==> src/rtl/core/cst_pkg.sv <==
`timescale 1ns / 1ps
package cst_pkg;

  localparam int ID_W = 12;
  localparam int COORD_W = 32;
  localparam int IDX_W = ID_W + 1;
  localparam int VAL_W = 32;
  localparam int DIFF_W = COORD_W + 1;
  localparam int PROD_W = 2 * DIFF_W;
  localparam int DET_W = PROD_W + 1;
  localparam int NODES = 3;
  localparam int GROUPS = 6;
  localparam int NPD = GROUPS * NODES;
  localparam int NPROD = NPD + 2;
  localparam int STEP_W = $clog2(NPROD);
  localparam int PD_IDX_W = $clog2(NPD);
  localparam int LO_W = 32;
  localparam int HI_W = PROD_W - LO_W;
  localparam int NUM_W = PROD_W + DIFF_W;
  localparam int MAG_W = NUM_W;
  localparam int QUO_W = VAL_W + 1;
  localparam int CMP_W = MAG_W + QUO_W;
  localparam int QUEUE_DEPTH = 2;
  localparam int MAX_NODES_DEF = 4096;
  localparam int CFG_W = 2;

  localparam logic [VAL_W-1:0] VAL_MAX = {1'b0, {(VAL_W-1){1'b1}}};
  localparam logic [VAL_W-1:0] VAL_MIN = {1'b1, {(VAL_W-1){1'b0}}};

  typedef enum logic [CFG_W-1:0] {
    CFG_D_DIAG,
    CFG_D_OFFDIAG,
    CFG_D_SHEAR
  } cfg_reg_t;

  typedef enum logic [2:0] {
    G_BB_DIAG,
    G_BB_OFF,
    G_BB_SH,
    G_CC_DIAG,
    G_CC_OFF,
    G_CC_SH,
    G_DET
  } grp_t;

  typedef enum logic [1:0] {
    F_IDLE,
    F_MUL,
    F_PUSH
  } front_state_t;

  typedef struct packed {
    logic [NODES-1:0][ID_W-1:0]   id;
    logic [NODES-1:0][DIFF_W-1:0] bb;
    logic [NODES-1:0][DIFF_W-1:0] cc;
    logic [NPD-1:0][PROD_W-1:0]   pd;
    logic [DET_W-1:0]             det;
  } elem_t;

  typedef struct packed {
    logic             valid;
    logic [IDX_W-1:0] row;
    logic [IDX_W-1:0] col;
    logic             last;
    logic             degen;
  } meta_t;

  typedef struct packed {
    meta_t            meta;
    logic             neg;
    logic [MAG_W-1:0] top;
    logic [MAG_W-1:0] bot;
  } div_in_t;

  typedef struct packed {
    logic             strobe;
    logic [IDX_W-1:0] row;
    logic [IDX_W-1:0] col;
    logic [VAL_W-1:0] value;
    logic             degen;
    logic             last;
  } res_t;

endpackage

==> src/rtl/core/cst_front.sv <==
`timescale 1ns / 1ps
module cst_front #(
  parameter int MAX_NODES = cst_pkg::MAX_NODES_DEF
) (
  input  logic                                 clk,
  input  logic                                 rst,
  input  logic                                 start,
  output logic                                 busy,
  input  logic [cst_pkg::ID_W-1:0]             node_a,
  input  logic [cst_pkg::ID_W-1:0]             node_b,
  input  logic [cst_pkg::ID_W-1:0]             node_c,
  input  logic signed [cst_pkg::COORD_W-1:0]   xa,
  input  logic signed [cst_pkg::COORD_W-1:0]   ya,
  input  logic signed [cst_pkg::COORD_W-1:0]   xb,
  input  logic signed [cst_pkg::COORD_W-1:0]   yb,
  input  logic signed [cst_pkg::COORD_W-1:0]   xc,
  input  logic signed [cst_pkg::COORD_W-1:0]   yc,
  input  logic signed [cst_pkg::COORD_W-1:0]   d_diag,
  input  logic signed [cst_pkg::COORD_W-1:0]   d_offdiag,
  input  logic signed [cst_pkg::COORD_W-1:0]   d_shear,
  output logic                                 push_valid,
  output cst_pkg::elem_t                       push_data,
  input  logic                                 push_ready
);

  localparam int ID_W = cst_pkg::ID_W;
  localparam int DIFF_W = cst_pkg::DIFF_W;
  localparam int PROD_W = cst_pkg::PROD_W;
  localparam int STEP_W = cst_pkg::STEP_W;

  cst_pkg::front_state_t state, state_next;
  cst_pkg::grp_t grp;
  logic [1:0] node;
  logic [STEP_W-1:0] step;
  logic [ID_W-1:0] id_r [cst_pkg::NODES];
  logic signed [DIFF_W-1:0] bb_r [cst_pkg::NODES];
  logic signed [DIFF_W-1:0] cc_r [cst_pkg::NODES];
  logic signed [DIFF_W-1:0] dx2, dy1;
  logic [PROD_W-1:0] pd_r [cst_pkg::NPROD];
  logic signed [DIFF_W-1:0] op_a, op_b;
  logic signed [PROD_W-1:0] prod;
  logic accept, mul_last;

  function automatic logic [ID_W-1:0] sat_id(input logic [ID_W-1:0] v);
    logic [ID_W-1:0] r;
    if (int'(v) >= MAX_NODES) r = ID_W'(MAX_NODES - 1);
    else r = v;
    return r;
  endfunction

  function automatic logic signed [DIFF_W-1:0] diff(input logic signed [cst_pkg::COORD_W-1:0] p,
                                                   input logic signed [cst_pkg::COORD_W-1:0] q);
    return DIFF_W'(p) - DIFF_W'(q);
  endfunction

  assign mul_last = (grp == cst_pkg::G_DET) && (node == 2'd1);
  assign accept = start && !busy;

  always_comb begin
    op_a = bb_r[node];
    op_b = DIFF_W'(d_shear);
    case (grp)
      cst_pkg::G_DET: begin
        op_a = (node == 2'd0) ? cc_r[2] : dx2;
        op_b = (node == 2'd0) ? bb_r[1] : dy1;
      end
      default: begin
        if (grp inside {cst_pkg::G_CC_DIAG, cst_pkg::G_CC_OFF, cst_pkg::G_CC_SH}) begin
          op_a = cc_r[node];
        end
        if (grp inside {cst_pkg::G_BB_DIAG, cst_pkg::G_CC_DIAG}) begin
          op_b = DIFF_W'(d_diag);
        end else if (grp inside {cst_pkg::G_BB_OFF, cst_pkg::G_CC_OFF}) begin
          op_b = DIFF_W'(d_offdiag);
        end
      end
    endcase
  end

  assign prod = op_a * op_b;

  always_comb begin
    state_next = state;
    busy = 1'b1;
    push_valid = 1'b0;
    case (state)
      cst_pkg::F_IDLE: begin
        busy = 1'b0;
        if (start) state_next = cst_pkg::F_MUL;
      end
      cst_pkg::F_MUL: begin
        if (mul_last) state_next = cst_pkg::F_PUSH;
      end
      cst_pkg::F_PUSH: begin
        push_valid = 1'b1;
        if (push_ready) begin
          busy = 1'b0;
          state_next = start ? cst_pkg::F_MUL : cst_pkg::F_IDLE;
        end
      end
      default: state_next = cst_pkg::F_IDLE;
    endcase
  end

  always_ff @(posedge clk) begin
    if (rst) state <= cst_pkg::F_IDLE;
    else state <= state_next;
  end

  always_ff @(posedge clk) begin
    if (accept) begin
      id_r[0] <= sat_id(node_a);
      id_r[1] <= sat_id(node_b);
      id_r[2] <= sat_id(node_c);
      bb_r[0] <= diff(yb, yc);
      bb_r[1] <= diff(yc, ya);
      bb_r[2] <= diff(ya, yb);
      cc_r[0] <= diff(xc, xb);
      cc_r[1] <= diff(xa, xc);
      cc_r[2] <= diff(xb, xa);
      dx2 <= diff(xc, xa);
      dy1 <= diff(yb, ya);
      grp <= cst_pkg::G_BB_DIAG;
      node <= 2'd0;
      step <= '0;
    end else if (state == cst_pkg::F_MUL) begin
      pd_r[step] <= prod;
      step <= step + STEP_W'(1);
      if (node == 2'd2 || grp == cst_pkg::G_DET && node == 2'd1) begin
        node <= 2'd0;
        grp <= cst_pkg::grp_t'(grp + 3'd1);
      end else begin
        node <= node + 2'd1;
      end
    end
  end

  always_comb begin
    for (int k = 0; k < cst_pkg::NODES; k++) begin
      push_data.id[k] = id_r[k];
      push_data.bb[k] = bb_r[k];
      push_data.cc[k] = cc_r[k];
    end
    for (int k = 0; k < cst_pkg::NPD; k++) begin
      push_data.pd[k] = pd_r[k];
    end
    push_data.det = {pd_r[cst_pkg::NPD][PROD_W-1], pd_r[cst_pkg::NPD]}
                  - {pd_r[cst_pkg::NPD+1][PROD_W-1], pd_r[cst_pkg::NPD+1]};
  end

endmodule

==> config.mk <==
export PLATFORM = sky130hd
export DESIGN_NAME = cst_front
export DESIGN_NICKNAME = d
export VERILOG_FILES = /design/src/rtl/core/cst_pkg.sv /design/src/rtl/core/cst_front.sv
export SDC_FILE = /design/constraint.sdc
export NUM_CORES = 2
export LEC_CHECK = 0
export ABC_AREA = 1
export BUFFER_PORTS_ARGS = -buffer_cell sky130_fd_sc_hd__buf_4
export CAP_MARGIN = 20
export CORE_AREA = 5 5 705 707
export CTS_BUF_LIST = sky130_fd_sc_hd__clkbuf_8
export DETAILED_ROUTE_END_ITERATION = 12
export DIE_AREA = 0 0 710 712
export PLACE_DENSITY = 0.52
export SETUP_SLACK_MARGIN = 0.4
export SYNTH_ARGS = -nofsm -noshare
export SYNTH_HDL_FRONTEND = slang
export SYNTH_SLANG_ARGS = --single-unit
==> constraint.sdc <==
create_clock -name clk -period 28.5 [get_ports clk]
set_clock_uncertainty 0.1 [all_clocks]
set_input_delay 5.7 -clock clk [delete_from_list [all_inputs] [get_ports clk]]
set_output_delay 5.7 -clock clk [all_outputs]
set_load 0.01 [all_outputs]
==> run metrics <==
Initial Util 23.36%; Residual DRC 0; hold_buf cts 0; setup_tns 0 ns; clock-pin slew on the worst setup and hold paths 0.06 ns; Unique masters post-synth 47; most frequent cell after synthesis nand2_1; leading area contributor after synthesis edfxtp_1; crit-path most repeated cell fa_1; largest net degree at the start of global routing 67; Overall Global Routing Usage 21.79%; die height 712 µm; synth top area cells edfxtp_1 43%, fa_1 20%, nand2_1 8.2%; Main synth FF type edfxtp_1; First-pass DRT Iterations 6; post_cts resized 0; Post-DP HPWL 452,700 µm; vias in the first global route 94,790; CP Launch Type input port; Max Buffers Root-to-Sink 4; Worst Hold Class register to register; count of input and output buffers 1,818; CTS tree done; final hold vios 0; Critical Path RT 29.03 ns; Core Area 489,100 µm²; Clock Sinks 1,632; Seq/Total Area, Yosys 42.77%; Worst path max stage delay 0.73 ns; num ports 1,819; min cycle time layout 14.69 ns; Syn Area/Cell 9.954 µm²; CP max-delay cell nand2_1; via count 92,690; Synth warnings 0; Vias/cell 4.590; #FFs+latches synth 1,632; mapped cell area 114,200 µm²; synthesis-to-layout area growth 24.58%; Post-CTS Setup Bufs 0; Inserted Clock Buffers 296; post-synthesis cell count 11,480; die area 505,500 µm²; relative slew slack 25.59%; initial antenna violation count 51; grt ovf 0; first-pass GRT wire length 769,100 µm; Clock Latency Late Sink 1.09 ns; WL/cell 28.26 µm; fmax 68.08 MHz; row count 257; Post-synth top cells 2,507 x nand2_1, 2,167 x inv_1, 1,618 x edfxtp_1, 1,219 x nor2_1, 1,154 x fa_1; placer congestion estimate 0.9888; CTS H-tree depth 5; DR iter-0 viols 8,226; WP data arrival 15.22 ns; Routed Wire Length 570,700 µm; post-synth top area share 42.53%; NumNets Final 15,510; CP endpoint kind register; buffers plus inverters on the worst setup path 9; Setup Viol. Count Final 0; largest delay contributor family on the critical path adder cells; number of flops mapped to enable cells by yosys 1,618; maxcap violations 0; WS Path Type input port to register; Die X 710 µm; antenna viol nets, final 0; asr flop ratio synth 0%; Synth Net Count 13,510; RSZ-0062 raised after global routing false; worst slew pin tran 1.116 ns; root buffer cell clkbuf_8; crit share post-route 51.54%; layout cells sized above 1 18.79%; status finished clean; critical-path maximum fanout 20; Slew Limit Fails 0
logic make-up (layout without fill, tap and decap cells):
group | count (synthesis) | count (layout) | share of synthesized area (%)
other | 0 | 18 | 0
AOI/OAI and AO/OA | 1028 | 1028 | 5.201
buffers and inverters | 2502 | 4725 | 8.549
DFF | 1632 | 1632 | 42.77
and+or+nand+nor | 4330 | 4330 | 15.07
xor gates and xnor gates | 280 | 280 | 2.147
adders and majority gates | 1705 | 1705 | 26.26
flip-flops by register name (all words and copies together) (netlist names), named ones only:
signal  cells
id_r       36
node        2
grp         3
bb_r       99
dy1        32
step        5
dx2        32
cc_r       99
state       2
pd_r     1320
routing by layer:
layer,up-vias,GRT usage (%),routed length [µm]
li1,40300,-,-
met1,46750,25.23,212800
met2,4583,37.36,274800
met3,1049,4.956,46900
met4,8,11.53,36140
met5,-,0,57
placed cells by master (no fill, tap or decap), types with 59 or more instances in the layout:
cell,n
a21oi_1,450
buf_4,1969
clkbuf_8,297
clkinv_1,66
edfxtp_1,1618
fa_1,1152
ha_1,545
inv_1,2248
inv_2,59
nand2_1,2491
nand3_1,403
nor2_1,1195
o211ai_1,84
o21ai_0,276
o21bai_1,78
xor2_1,229
worst reg2reg max path, delay by kind of cell (launching register included):
| kind | cells | cell delay, ns |
|---|---|---|
| adder cells (fa/ha/maj) | 10 | 4.86 |
| AND/OR/NAND/NOR | 13 | 2.71 |
| buffers and inverters | 12 | 2.50 |
| AO/OA/AOI/OAI | 3 | 0.78 |
| flip-flops | 1 | 0.36 |
final cells by class:
class	instances	area, µm²
multi-input cells	7343	56430
clock inverters	228	1539
fillers	52050	346800
clock buffers	297	4088
flip-flops and latches	1632	48870
inverters	2227	8372
repair buffers	1973	14880
well taps	6475	8102
diodes	18	45.04
path summary, 6_finish.rpt:
path,depth (start not counted),endpoint,startpoint,slack (ns)
max,32,pd_r[15][58],d_shear[6],13.81
min,2,register,node[1],0.41
max reg2reg,38,pd_r[15][58],grp[0],16.77
min reg2reg,2,register,node[1],0.41
per-stage QoR:
step / hold WS (ns) / util [%] / worst slack [ns] / cell area [µm²] / instances
6_report: 0.4085 / 29.10 / 13.81 / 142300 / 20190
5_1_grt: 0.4446 / 29.10 / 13.58 / 142300 / 20190
4_1_cts: 0.4116 / 29.08 / 14.14 / 142200 / 20170
3_5_place_dp: 0.4026 / 27.93 / 12.99 / 136600 / 19650
3_3_place_gp: 0.3924 / 27.92 / 13.15 / 136500 / 19640
2_1_floorplan: 0.3626 / - / 15.36 / 114200 / 11480
Power is not shown: default switching activity piles up to over one toggle a cycle in this logic, so the estimate is an artifact.
